`config.mk`:
```
export PLATFORM = sky130hd
export DESIGN_NAME = dual_bar_glyph_cache
export DESIGN_NICKNAME = d
export VERILOG_FILES = /design/src/rtl/core/dbgc_pkg.sv /design/src/rtl/core/dbgc_ctrl.sv /design/src/rtl/core/dbgc_dp.sv /design/src/rtl/core/dual_bar_glyph_cache.sv
export SDC_FILE = /design/constraint.sdc
export NUM_CORES = 1
export LEC_CHECK = 0
export BUFFER_PORTS_ARGS = -buffer_cell sky130_fd_sc_hd__buf_4
export CORE_MARGIN = 2
export CORE_UTILIZATION = 54
export CTS_CLUSTER_DIAMETER = 80
export DETAILED_ROUTE_END_ITERATION = 12
export PLACE_DENSITY = 0.72
export SLEW_MARGIN = 0
export SYNTH_ARGS = -nofsm -noshare
export SYNTH_HDL_FRONTEND = slang
export SYNTH_SLANG_ARGS = --single-unit
```
`constraint.sdc`:
```
create_clock -name clk -period 12.2 [get_ports clk]
set_input_delay 1.83 -clock clk [delete_from_list [all_inputs] [get_ports clk]]
set_output_delay 1.83 -clock clk [all_outputs]
set_load 0.01 [all_outputs]
```
`src/rtl/core/dbgc_pkg.sv`:
```
package dbgc_pkg;

  localparam int NUM_GLYPHS_DEF = 8;
  localparam int LEVEL_MAX_DEF  = 5;

  localparam logic [7:0] CODE_BLANK = 8'd32;
  localparam logic [7:0] CODE_FULL  = 8'd255;
  localparam logic [1:0] AGE_FRESH  = 2'd2;

  localparam logic FUNC_LOOKUP = 1'b0;
  localparam logic FUNC_TICK   = 1'b1;

  typedef struct packed {
    logic       func;
    logic [2:0] left_level;
    logic [2:0] right_level;
  } in_item_t;

  typedef struct packed {
    logic [7:0] char_code;
    logic       define_glyph;
    logic [4:0] upper_pattern;
    logic [4:0] lower_pattern;
    logic       no_match;
    logic       last;
  } result_t;

  typedef enum logic [1:0] {
    ST_IDLE,
    ST_SCAN,
    ST_DECIDE,
    ST_TICK
  } state_t;

  // controller -> datapath
  typedef struct packed {
    logic load;
    logic scan_step;
    logic decide;
    logic tick_step;
  } cmd_t;

  // datapath -> controller
  typedef struct packed {
    logic scan_last;
  } status_t;

endpackage

```
`src/rtl/core/dbgc_ctrl.sv`:
```
module dbgc_ctrl
  import dbgc_pkg::*;
(
  input  logic    clk,
  input  logic    rst,
  input  logic    start,
  input  logic    func,
  input  status_t status,
  output cmd_t    cmd,
  output logic    busy
);

  state_t state, state_next;

  always_ff @(posedge clk) begin
    if (rst) begin
      state <= ST_IDLE;
    end else begin
      state <= state_next;
    end
  end

  always_comb begin
    state_next = state;
    case (state)
      ST_IDLE: begin
        if (start) begin
          state_next = (func == FUNC_TICK) ? ST_TICK : ST_SCAN;
        end
      end
      ST_SCAN: begin
        if (status.scan_last) begin
          state_next = ST_DECIDE;
        end
      end
      ST_DECIDE: begin
        state_next = ST_IDLE;
      end
      ST_TICK: begin
        if (status.scan_last) begin
          state_next = ST_IDLE;
        end
      end
      default: begin
        state_next = ST_IDLE;
      end
    endcase
  end

  always_comb begin
    cmd  = '0;
    busy = 1'b1;
    case (state)
      ST_IDLE: begin
        busy     = 1'b0;
        cmd.load = start;
      end
      ST_SCAN: begin
        cmd.scan_step = 1'b1;
      end
      ST_DECIDE: begin
        cmd.decide = 1'b1;
      end
      ST_TICK: begin
        cmd.tick_step = 1'b1;
      end
      default: begin
        busy = 1'b1;
      end
    endcase
  end

endmodule

```
`src/rtl/core/dbgc_dp.sv`:
```
module dbgc_dp
  import dbgc_pkg::*;
#(
  parameter int NUM_GLYPHS = NUM_GLYPHS_DEF,
  parameter int LEVEL_MAX  = LEVEL_MAX_DEF
) (
  input  logic     clk,
  input  logic     rst,
  input  in_item_t item,
  input  cmd_t     cmd,
  output status_t  status,
  output logic     result_strobe,
  output result_t  result
);

  localparam int IDX_W = (NUM_GLYPHS > 1) ? $clog2(NUM_GLYPHS) : 1;
  localparam logic [IDX_W-1:0] IDX_LAST = IDX_W'(NUM_GLYPHS - 1);
  localparam logic [3:0] LMAX4 = 4'(LEVEL_MAX);
  localparam logic [2:0] LMAX3 = 3'(LEVEL_MAX);

  // lit pixels: the lv leftmost of LEVEL_MAX columns, masked to 5 bits
  function automatic logic [4:0] row_pattern(input logic [2:0] lv);
    logic [8:0] full;
    logic [8:0] dark;
    full = 9'((1 << LEVEL_MAX) - 1);
    dark = 9'((1 << (LEVEL_MAX - int'(lv))) - 1);
    return 5'(full & ~dark);
  endfunction

  function automatic logic [2:0] clamp(input logic [2:0] lv);
    return ({1'b0, lv} > LMAX4) ? LMAX3 : lv;
  endfunction

  function automatic logic [2:0] absdiff(input logic [2:0] x, input logic [2:0] y);
    return (x > y) ? x - y : y - x;
  endfunction

  // slot store
  logic             slot_written     [NUM_GLYPHS];
  logic [2:0]       slot_upper_level [NUM_GLYPHS];
  logic [2:0]       slot_lower_level [NUM_GLYPHS];
  logic [1:0]       slot_age         [NUM_GLYPHS];

  logic [2:0]       lvl_a, lvl_b;
  logic [IDX_W-1:0] cnt;
  logic             match_found, free_found, best_found;
  logic [IDX_W-1:0] match_idx, free_idx, best_idx;
  logic [3:0]       best_dist;

  // current slot under the scan
  logic             cur_written;
  logic [2:0]       cur_u, cur_l;
  logic [1:0]       cur_age;
  logic             cur_match, cur_free, cur_compat;
  logic [3:0]       cur_dist;
  logic             a_edge, b_edge;

  assign cur_written = slot_written[cnt];
  assign cur_u       = slot_upper_level[cnt];
  assign cur_l       = slot_lower_level[cnt];
  assign cur_age     = slot_age[cnt];

  assign a_edge     = (lvl_a == 3'd0) || ({1'b0, lvl_a} == LMAX4);
  assign b_edge     = (lvl_b == 3'd0) || ({1'b0, lvl_b} == LMAX4);
  assign cur_match  = cur_written && (cur_u == lvl_a) && (cur_l == lvl_b);
  assign cur_free   = (cur_age == 2'd0);
  assign cur_compat = cur_written && (!a_edge || cur_u == lvl_a) && (!b_edge || cur_l == lvl_b);
  assign cur_dist   = 4'(absdiff(cur_u, lvl_a)) + 4'(absdiff(cur_l, lvl_b));

  assign status.scan_last = (cnt == IDX_LAST);

  logic is_blank, is_full;
  assign is_blank = (lvl_a == 3'd0) && (lvl_b == 3'd0);
  assign is_full  = ({1'b0, lvl_a} == LMAX4) && ({1'b0, lvl_b} == LMAX4);

  // scan bookkeeping
  always_ff @(posedge clk) begin
    if (cmd.load) begin
      lvl_a       <= clamp(item.left_level);
      lvl_b       <= clamp(item.right_level);
      cnt         <= '0;
      match_found <= 1'b0;
      free_found  <= 1'b0;
      best_found  <= 1'b0;
    end else if (cmd.scan_step || cmd.tick_step) begin
      cnt <= cnt + 1'b1;
      if (cmd.scan_step) begin
        if (cur_match && !match_found) begin
          match_found <= 1'b1;
          match_idx   <= cnt;
        end
        if (cur_free && !free_found) begin
          free_found <= 1'b1;
          free_idx   <= cnt;
        end
        if (cur_compat && (!best_found || cur_dist < best_dist)) begin
          best_found <= 1'b1;
          best_idx   <= cnt;
          best_dist  <= cur_dist;
        end
      end
    end
  end

  // slot updates
  always_ff @(posedge clk) begin
    if (rst) begin
      for (int i = 0; i < NUM_GLYPHS; i++) begin
        slot_written[i]     <= 1'b0;
        slot_upper_level[i] <= 3'd0;
        slot_lower_level[i] <= 3'd0;
        slot_age[i]         <= 2'd0;
      end
    end else if (cmd.tick_step) begin
      if (cur_age != 2'd0) begin
        slot_age[cnt] <= cur_age - 2'd1;
      end
    end else if (cmd.decide && !is_blank && !is_full) begin
      if (match_found) begin
        slot_age[match_idx] <= AGE_FRESH;
      end else if (free_found) begin
        slot_written[free_idx]     <= 1'b1;
        slot_upper_level[free_idx] <= lvl_a;
        slot_lower_level[free_idx] <= lvl_b;
        slot_age[free_idx]         <= AGE_FRESH;
      end
    end
  end

  // output register
  always_ff @(posedge clk) begin
    if (rst) begin
      result_strobe <= 1'b0;
    end else begin
      result_strobe <= cmd.decide || cmd.tick_step;
    end
  end

  always_ff @(posedge clk) begin
    if (cmd.tick_step) begin
      result.char_code     <= 8'(cnt);
      result.define_glyph  <= (cur_age == AGE_FRESH);
      result.upper_pattern <= row_pattern(cur_u);
      result.lower_pattern <= row_pattern(cur_l);
      result.no_match      <= 1'b0;
      result.last          <= (cnt == IDX_LAST);
    end else if (cmd.decide) begin
      result.define_glyph  <= 1'b0;
      result.upper_pattern <= 5'd0;
      result.lower_pattern <= 5'd0;
      result.last          <= 1'b1;
      result.no_match      <= 1'b0;
      if (is_blank) begin
        result.char_code <= CODE_BLANK;
      end else if (is_full) begin
        result.char_code <= CODE_FULL;
      end else if (match_found) begin
        result.char_code <= 8'(match_idx);
      end else if (free_found) begin
        result.char_code <= 8'(free_idx);
      end else if (best_found) begin
        result.char_code <= 8'(best_idx);
      end else begin
        result.char_code <= CODE_BLANK;
        result.no_match  <= 1'b1;
      end
    end
  end

endmodule

```
`src/rtl/core/dual_bar_glyph_cache.sv`:
```
// Custom glyph cache for a character display showing two bar levels per cell.
// Input channel: drive item and pulse start; the beat is taken on a rising
//   edge where start is high and busy is low.
// item.func = lookup: the level pair is mapped to a character code. Blank and
//   solid pairs give the fixed codes; else an exact stored match is refreshed,
//   else a slot of age zero is claimed, else the closest compatible slot is
//   returned; with none, code 32 and no_match.
// item.func = tick: one result beat per slot, in slot order, carrying the slot
//   index, define_glyph and both row patterns; last marks the final beat.
// Result channel: result_strobe marks each beat for exactly one cycle. The
//   receiver cannot stall, so it must take every strobed beat.
// Timing: a lookup scans all slots once, one per cycle, then decides; busy is
//   high through both, and the result is registered and strobed in the cycle
//   after the decide. A tick emits one beat per cycle. Both rates are set by
//   the single slot read port that the scan counter drives.
// Reset (synchronous, active high) clears all slots: unwritten, levels and
//   ages zero, controller idle, no strobe.
module dual_bar_glyph_cache
  import dbgc_pkg::*;
#(
  parameter int NUM_GLYPHS = NUM_GLYPHS_DEF,
  parameter int LEVEL_MAX  = LEVEL_MAX_DEF
) (
  input  logic     clk,
  input  logic     rst,
  input  logic     start,
  output logic     busy,
  input  in_item_t item,
  output logic     result_strobe,
  output result_t  result
);

  cmd_t    cmd;
  status_t status;

  // sequencer: idle / scan / decide / tick
  dbgc_ctrl u_ctrl (
    .clk    (clk),
    .rst    (rst),
    .start  (start),
    .func   (item.func),
    .status (status),
    .cmd    (cmd),
    .busy   (busy)
  );

  // slot store, scan trackers and output register
  dbgc_dp #(
    .NUM_GLYPHS (NUM_GLYPHS),
    .LEVEL_MAX  (LEVEL_MAX)
  ) u_dp (
    .clk           (clk),
    .rst           (rst),
    .item          (item),
    .cmd           (cmd),
    .status        (status),
    .result_strobe (result_strobe),
    .result        (result)
  );

endmodule
```
# Yosys cells after proc, flatten, opt, wreduce, memory -nomap -nowiden
# Memories as Yosys holds them, arrays and structs flattened. A register that Yosys moved wholly into a read port is not among the register bits.
# Cells that the tools add are included.
# W data, S select, Z words.
[word_totals]
regBits = 49
ram_bits = 72
input_bits = 10
out_inout_bits = 23
wordCells = 167
memories = 4
[op_classes]
addsub = 11
order_cmp = 5
n_eq_ne = 12
n_shift = 2
muxes = 67
bitwise_logic = 3
n_reduce_logical = 44
[memory_table]
columns = ["name", "depth", "word_bits", "rd", "rd_ports_with_merged_regs", "write_ports", "line_no", "rtl"]
rows = [
  ["u_dp.slot_lower_level", 8, 3, 1, 1, 8, "dbgc_dp.sv:41", "logic [2:0] slot_lower_level [NUM_GLYPHS];"],
  ["u_dp.slot_upper_level", 8, 3, 1, 1, 8, "dbgc_dp.sv:40", "logic [2:0] slot_upper_level [NUM_GLYPHS];"],
  ["u_dp.slot_age", 8, 2, 1, 1, 8, "dbgc_dp.sv:42", "logic [1:0] slot_age [NUM_GLYPHS];"],
  ["u_dp.slot_written", 8, 1, 1, 1, 8, "dbgc_dp.sv:39", "logic slot_written [NUM_GLYPHS];"],
]
[op_table]
columns = ["cell", "count"]
rows = [
  ["$shl A1 B32 Y5 const A", 2],
  ["$mux W3", 18],
  ["$mux W1", 34],
  ["$mux W16", 2],
  ["$mux W8", 4],
  ["$mux W2", 7],
  ["$reduce_and A3 Y1", 4],
  ["$reduce_and A4 Y1", 3],
  ["$sub A3 B3 Y3", 4],
  ["$logic_and A1 B1 Y1", 11],
  ["$not A5 Y5", 2],
  ["$sub A5 B2 Y5 const B", 2],
  ["$eq A3 B3 Y1 const B", 3],
  ["$pmux W2 S4", 1],
  ["$sub A3 B3 Y4 const A", 2],
  ["$logic_not A1 Y1", 7],
  ["$logic_or A1 B1 Y1", 7],
  ["$eq A2 B2 Y1 const B", 3],
  ["$eq A3 B3 Y1", 2],
  ["$gt A3 B3 Y1", 2],
  ["$gt A3 B3 Y1 const B", 2],
  ["$logic_not A3 Y1", 2],
  ["$mux W6", 1],
  ["$ne A2 B2 Y1 const B", 3],
  ["other kinds (11)", 16],
]

# Logic depth before layout (Yosys ltp)
# Gate-level depths: netlist of run 1.
[depth]
word_depth = 12
ltp_mapped = 16
mapped_depth_nobuf = 15

# Modules after synthesis
# Synthesis of run 1 repeated with hierarchy kept, for this count alone.
[hier_totals]
cells_unflattened = 487
hier_area_um2 = 6239.7
[by_module_without_submodules]
columns = ["mod", "n_inst", "cells_per_inst", "area_each_um2", "seq_area_each_um2"]
rows = [
  ["dbgc_dp", 1, 474, 6104.6, 3363.2],
  ["dbgc_ctrl", 1, 13, 135.1, 40.0],
]

# Worst setup path before layout of run 1
# OpenSTA, ideal clock, no wires.
[synth_path]
path_type = "register to register"
startpoint = "reg (tool-made name)"
endpoint = "reg u_dp.best_dist[0] (enable)"
setup_time_ns = 0.373
arrival_ns = 4.211
t_required_ns = 11.827
path_slack_ns = 7.616
path_stages_with_launch = 15
path_buffers = 2
synth_period_minus_slack_ns = 4.584
cell_sequence = "dfxtp_1 buf_2 buf_4 mux4_2 mux2_2 ha_1 and3_1 a21oi_1 mux2_2 fa_1 ha_1 a21o_1 a21o_1 a21o_1 a21oi_1"
[synth_rtl]
columns = ["element", "line_no", "rtl"]
rows = [
  ["to (signal assigned)", "dbgc_dp.sv:99", "best_dist <= cur_dist;"],
  ["to (decl)", "dbgc_dp.sv:48", "logic [3:0] best_dist;"],
]

==> results of run 1 <==
-- flip-flops by register name (all words and copies together), names as in the netlist, named ones only --
register               count
u_dp.slot_upper_level     24
u_dp.slot_written          8
u_dp.free_idx              3
u_dp.slot_lower_level     24
u_dp.best_dist             4
u_dp.cnt                   3
u_ctrl.state               2
u_dp.match_found           1
u_dp.match_idx             3
u_dp.best_found            1
u_dp.best_idx              3
u_dp.slot_age             16
u_dp.lvl_b                 3
u_dp.lvl_a                 3
u_dp.result               18
u_dp.free_found            1
u_dp.result_strobe         1
-- path summary, 6_finish.rpt --
path	startpoint	endpoint
worst max register to register	flop	u_dp.best_dist[3]$_DFFE_PP_
worst max-delay path	flop	u_dp.best_dist[3]$_DFFE_PP_
worst min-delay path	u_dp.slot_written[0]$_DFF_P_	u_dp.slot_written[0]$_DFF_P_
worst min register to register	u_dp.slot_written[0]$_DFF_P_	u_dp.slot_written[0]$_DFF_P_
-- worst max-delay path, delay by kind of cell, from the launching register on --
family                   cells  cell delay [ns]
AO/OA/AOI/OAI                5             1.27
flip-flops                   1             0.89
multiplexers                 3             1.47
adder cells (fa/ha/maj)      3             1.09
AND/OR/NAND/NOR              1             0.18
buffers and inverters        1             0.11
-- through the flow --
stage          std cells  setup WS (ns)  power (mW)  hold slack (ns)
2_1_floorplan        481           7.62       0.713            0.426
3_3_place_gp         630           7.04       0.773            0.436
3_5_place_dp         630           6.86       0.782            0.441
4_1_cts              662           6.82        1.27            0.455
5_1_grt              662           6.59        1.33            0.468
6_report             662           6.81        1.27            0.452
-- cell type report --
cell class                      count  area (µm²)
Timing Repair Buffer               34         255
Multi-Input combinational cell    306        2500
Inverter                           29         109
Tap cell                          140         175
Clock buffer                       17         425
Clock inverter                     15         159
Sequential cell                   121        3400
Fill cell                         802        3950
-- layer usage --
layer	vias up	part of all wire (%)	global-route usage [%]
li1	1846	-	-
met5	-	0	0
met1	1984	44	31.7
met2	145	48	35.6
met3	33	6.2	5.69
met4	0	2.3	10.2
-- cell families (layout without fill, tap and decap cells) --
group                    count (synthesis)  after routing
AO/OA/AOI/OAI                           70             70
XOR/XNOR                                 7              7
adder cells (fa/ha/maj)                 30             30
buffers and inverters                   54             95
flip-flops                             121            121
multiplexers                            31             31
AND/OR/NAND/NOR                        168            168
-- report_power, final --
group | total (mW) | leakage, nW | switching [mW] | internal [mW]
registers | 0.511 | 1.17 | 0.0354 | 0.476
clock network | 0.494 | 0.283 | 0.178 | 0.316
logic | 0.267 | 1.24 | 0.140 | 0.127
-- cells in the mapped netlist, types with 3 or more instances --
library cell and number:
edfxtp_1 98, nor2_1 29, and2_1 28, nor3_1 27
ha_1 25, o21ai_0 25, inv_1 24, dfxtp_1 23
nand2_1 23, a21o_1 13, clkbuf_1 13, nand3_1 12
mux4_2 10, nor2b_1 10, a21oi_1 9, mux4_1 8
mux2i_1 7, and3_1 6, buf_2 6, nand2b_1 6
o2bb2ai_1 6, fa_1 5, or3_1 5, buf_4 4
mux2_2 4, o32ai_1 4, xnor2_1 4, a221oi_1 3
clkinv_1 3, nor3b_1 3, nor4_1 3, nor4_4 3
or2_2 3, xor2_1 3
==> key figures, run 1 <==
Outcome
  • Outcome: finished clean

Synth
  • Post-Syn Area: 6150 µm²
  • Sequential area share after synthesis: 55.4%
  • Top post-synthesis cells by area: edfxtp_1 (48%), dfxtp_1 (7.5%), ha_1 (5.1%)
  • Synth Area in Compound Gates: 7.61%
  • Synth Area in XOR/XNOR: 0.998%
  • Post-synth EDFFs: 98
  • Synth Register Bits: 121
  • Ys Warns: 0
  • Share of the synthesized area in the top cell type: 47.9%
  • Synth Area in Adders: 6.72%
  • Cell variety after synth: 55
  • Synth Net Count: 521
  • Main combinational cell family by area after synthesis: simple AND/OR/NAND/NOR gates
  • Synth Area per Inst: 12.8 µm²
  • Post-synthesis mux area share: 9.69%
  • Syn Inst Count: 481
  • Post-Synth Simple-Gate Area: 15.7%
  • Leading area contributor after synthesis: edfxtp_1
  • Prevailing post-synth register cell: edfxtp_1
  • Asr flop ratio synth: 0%

Worst setup path
  • Crit-path slowest cell: dfxtp_1
  • CP max FO: 18
  • Worst Setup Start Kind: flop
  • Reg2reg path depth: 13
  • Crit path DAT: 5.44 ns
  • Worst setup path category: reg -> reg
  • Most Frequent Cell on Critical Path: a21o_1
  • Data required, critical path: 12.25 ns
  • Reg2Reg Setup Slack: 6.81 ns
  • Max incr delay on CP: 0.89 ns
  • Critical Path End Type: flop
  • Crit path cell chain: mux4_1 -> mux2i_1 -> inv_1 -> ha_1 -> and3_1 -> a21oi_1 -> mux2_2 -> fa_1 -> ha_1 -> a21o_1 -> a21o_1 -> a21o_1 -> a21oi_1

Clock tree
  • CTS Buf Count: 17
  • CTS tree: done
  • Clock Latency Late Sink: 0.42 ns
  • Htree depth: 4
  • CTS resizes: 0
  • Worst-path clk slew: 0.05 ns
  • Clock root buffer: clkbuf_16
  • Post-CTS Setup Repair Bufs: 0
  • Hold Buf Count CTS: 0
  • Clock sink count: 121
  • Clk buf depth: 2

Timing
  • Max Fclk: 186 MHz
  • Worst slew margin: 19.8%
  • Setup TNS: 0 ns
  • Final setup violation count: 0
  • RSZ-0062 raised after global routing: no
  • Final Hold Vio Count: 0
  • Worst-margin pin slew: 1.19 ns
  • Tmin final: 5.39 ns
  • Slew Viols, Final: 0
  • Clock Skew: 0.00842 ns
  • Final Cycle Share: 44.2%

Floorplanning
  • Chip Width: 111 µm
  • Die area: 12,300 µm²
  • CORE AREA: 11,000 µm²
  • Die Span Y: 111 µm
  • # IOs: 33
  • Starting Density: 56.0%
  • FP Rows: 38

Place
  • RePlAce Congestion: 0.832
  • Placed Area: 6440 µm²
  • Post-DP HPWL: 9.40 mm
  • # port buffers: 32

Layout
  • Post-route cell area: 7030 µm²
  • Commonest non-fill, non-tap cell in the layout: edfxtp_1
  • Most frequent cells in the layout: edfxtp_1 (98), buf_4 (34), nor2_1 (29)
  • Final #Nets: 549
  • Antenna diodes: 0
  • Area grow syn2layout: 14.4%
  • Share of layout cells above drive strength 1: 18.6%
  • Final Util: 64.0%

Worst hold path
  • Min-delay worst type: reg -> reg
  • Worst Hold Path Cells: 1

Route
  • Drt first pass iters: 5
  • Vias per cell: 6.05
  • WL/cell: 20.5 µm
  • DR vias: 4,008
  • Drt total wl: 13.6 mm
  • Remaining antenna violation count: 0
  • 1st-iter DRT viols: 398
  • # DRC: 0

GRT
  • Total gr overflow: 0
  • Vias in the first global route: 3,936
  • GRT Total Usage: 23.2%
  • Initial antenna violation count: 0
  • Largest net degree at the start of global routing: 32
  • First-pass GRT wire length: 21.3 mm

Power
  • Leakage: 2.69 nW
  • Peak supply drop: 118 µV
  • Cell area power density: 181 nW/µm²

Run
  • Max capacitance violation total: 0
Power figures use the tool's default switching activity.
==> inputs of run 2 (changes only) <==
--- a/config.mk
+++ b/config.mk
@@ -10,7 +10,7 @@
 export CORE_UTILIZATION = 54
 export CTS_CLUSTER_DIAMETER = 80
 export DETAILED_ROUTE_END_ITERATION = 12
-export PLACE_DENSITY = 0.72
+export PLACE_DENSITY = 0.75
 export SLEW_MARGIN = 0
 export SYNTH_ARGS = -nofsm -noshare
 export SYNTH_HDL_FRONTEND = slang
==> constraint.sdc (replaced) <==
create_clock -name clk -period 4.65 [get_ports clk]
set_input_delay 0.6975 -clock clk [delete_from_list [all_inputs] [get_ports clk]]
set_output_delay 0.6975 -clock clk [all_outputs]
set_load 0.01 [all_outputs]
==> run 2 against run 1 <==
Combinational power grew to 2.9 times the previous value. Critical endpoint is now u_dp.best_dist[0]$_DFFE_PP_. Clock-buffer cell count grew 3. First-iteration DRC count grew 31%.
==> key figures, run 2 (synthesis gave the netlist of run 1 again) <==
Outcome
  • Outcome: finished clean (unchanged)

GRT
  • First-pass GRT wire length: 21.5 mm (was 21.3 mm)
  • Largest net degree at the start of global routing: 20 (was 32)
  • Initial antenna violation count: 0 (unchanged)
  • Vias in the first global route: 4,040 (was 3,936)
  • Total gr overflow: 0 (unchanged)
  • GRT Total Usage: 23.0% (was 23.2%)

Power
  • Peak supply drop: 237 µV (was 118 µV)
  • Leakage: 2.75 nW (was 2.69 nW)
  • Cell area power density: 469 nW/µm² (was 181 nW/µm²)

Route
  • Drt first pass iters: 5 (unchanged)
  • # DRC: 0 (unchanged)
  • Met3 wire len: 1.14 mm (was 840 µm)
  • Vias per cell: 6.03 (was 6.05)
  • DR vias: 4,079 (was 4,008)
  • Drt total wl: 13.3 mm (was 13.6 mm)
  • 1st-iter DRT viols: 521 (was 398)
  • Met2 routed WL: 6.52 mm (was 6.50 mm)
  • Top sig layer: met4 (unchanged)
  • Remaining antenna violation count: 0 (unchanged)
  • WL/cell: 19.7 µm (was 20.5 µm)
  • Wire length on met1: 5.46 mm (was 5.90 mm)

Timing
  • Max Fclk: 227 MHz (was 186 MHz)
  • Setup TNS: 0 ns (unchanged)
  • Worst slew margin: 37.2% (was 19.8%)
  • Tmin final: 4.41 ns (was 5.39 ns)
  • RSZ-0062 raised after global routing: no (unchanged)
  • Final hold slack: 0.463 ns (was 0.452 ns)
  • Final setup violation count: 0 (unchanged)
  • Final Cycle Share: 94.8% (was 44.2%)
  • Clock Skew: 0.00892 ns (was 0.00842 ns)
  • Worst-margin pin slew: 0.933 ns (was 1.19 ns)
  • Slew Viols, Final: 0 (unchanged)
  • Final Hold Vio Count: 0 (unchanged)

Layout
  • Post-route cell area: 7130 µm² (was 7030 µm²)
  • Fillers: 784 (was 802)
  • Post-Layout Cell Count: 676 (was 662)
  • Commonest non-fill, non-tap cell in the layout: edfxtp_1 (unchanged)
  • Area grow syn2layout: 16.0% (was 14.4%)
  • Antenna diodes: 0 (unchanged)
  • Largest registers: u_dp.slot_lower_level: 24 flops, u_dp.slot_upper_level: 24 flops, u_dp.result: 18 flops (unchanged)
  • Final #Nets: 563 (was 549)
  • Most frequent cells in the layout: edfxtp_1 (98), buf_4 (48), nor2_1 (29) (was edfxtp_1 (98), buf_4 (34), nor2_1 (29))
  • Share of layout cells above drive strength 1: 21.3% (was 18.6%)

Run
  • Max capacitance violation total: 0 (unchanged)

Worst hold path
  • Min-delay worst type: reg -> reg (unchanged)

Clock tree
  • Worst-path clk slew: 0.05 ns (about the same)
  • Clk buf depth: 2 (unchanged)
  • Clock root buffer: clkbuf_16 (unchanged)
  • Htree depth: 4 (unchanged)
  • Post-CTS Setup Repair Bufs: 0 (unchanged)
  • Hold Buf Count CTS: 0 (unchanged)
  • CTS tree: done (unchanged)
  • Clock sink count: 121 (unchanged)
  • Clock Latency Late Sink: 0.41 ns (was 0.42 ns)
  • CTS Buf Count: 17 (unchanged)
  • CTS resizes: 0 (unchanged)

Worst setup path
  • Crit-path slowest cell: mux4_1 (was dfxtp_1)
  • Buf/Inv on CP: 3 (was 1)
  • CP top delay family: multiplexers (unchanged)
  • Critical Path End Type: flop (unchanged)
  • Data required, critical path: 4.78 ns (was 12.25 ns)
  • Crit path cell chain: buf_4 -> mux4_1 -> mux2i_4 -> inv_2 -> ha_1 -> nor2b_1 -> o21ai_0 -> a21oi_2 -> mux2_2 -> fa_1 -> ha_1 -> a21o_1 -> a21o_1 -> a21o_1 -> a21oi_1 -> buf_4 (was mux4_1 -> mux2i_1 -> inv_1 -> ha_1 -> and3_1 -> a21oi_1 -> mux2_2 -> fa_1 -> ha_1 -> a21o_1 -> a21o_1 -> a21o_1 -> a21oi_1)
  • Max incr delay on CP: 0.62 ns (was 0.89 ns)
  • CP max FO: 9 (was 18)
  • Most Frequent Cell on Critical Path: a21o_1 (unchanged)
  • Crit path DAT: 4.54 ns (was 5.44 ns)
  • Worst Setup Start Kind: flop (unchanged)
  • Worst setup path category: reg -> reg (unchanged)

Place
  • Placed Area: 6550 µm² (was 6440 µm²)
  • # port buffers: 32 (unchanged)
  • Post-DP HPWL: 9.83 mm (was 9.40 mm)
  • RePlAce Congestion: 0.914 (was 0.832)
  • Placed Cells: 644 (was 630)

Floorplanning
  • # IOs: 33 (unchanged)
  • Die area: 12,300 µm² (unchanged)
  • CORE AREA: 11,000 µm² (unchanged)
  • FP Rows: 38 (unchanged)
  • Die Span Y: 111 µm (unchanged)
  • Chip Width: 111 µm (unchanged)
  • Starting Density: 56.0% (unchanged)
## run 2: cell count changes in the layout (fill, tap and decap cells not counted), moves of 2 or more
cell      previous run  this run
buf_4               34        48
clkbuf_1             0         2
a21oi_2              0         2
a21oi_1              9         7
clkinv_1             5         3
## run 2: power by group
| part | total [mW] | internal (mW) | switching [mW] |
|---|---|---|---|
| clock network | 1.27 | 0.799 | 0.469 |
| logic | 0.765 | 0.360 | 0.405 |
| registers | 1.31 | 1.25 | 0.0630 |
| total | 3.34 | 2.41 | 0.937 |
## run 2: area by class of cell
| type | instances | area (µm²) | share of cell area [%] |
|---|---|---|---|
| flip-flops and latches | 121 | 3400 | 47.7 |
| multi-input cells | 306 | 2510 | 35.2 |
| clock buffers | 20 | 447 | 6.26 |
| repair buffers | 48 | 360 | 5.05 |
| well taps | 140 | 175 | 2.46 |
| clock inverters | 12 | 125 | 1.75 |
| inverters | 29 | 109 | 1.53 |
## run 2: path summary, 6_finish.rpt
check | depth (start not counted) | end | from | slack, ns
min | 1 | u_dp.slot_written[5]$_DFF_P_ | u_dp.slot_written[5]$_DFF_P_ | 0.46
min reg2reg | 1 | u_dp.slot_written[5]$_DFF_P_ | u_dp.slot_written[5]$_DFF_P_ | 0.46
max reg2reg | 16 | u_dp.best_dist[0]$_DFFE_PP_ | flop | 0.24
max | 16 | u_dp.best_dist[0]$_DFFE_PP_ | flop | 0.24
## run 2: layer usage
metal | vias up | GRT usage [%]
met5 | - | 0
met1 | 2004 | 30.6
met2 | 194 | 36.7
li1 | 1867 | -
met3 | 14 | 6.07
met4 | 0 | 8.25
## run 2: metrics by stage
step	setup slack, ns	power (mW)	utilization [%]
2_1_floorplan	0.0662	1.87	-
4_1_cts	0.159	3.34	64.8
3_3_place_gp	0.304	2.05	59.6
5_1_grt	0.0131	3.50	64.9
6_report	0.241	3.34	64.9
3_5_place_dp	0.164	2.08	59.6
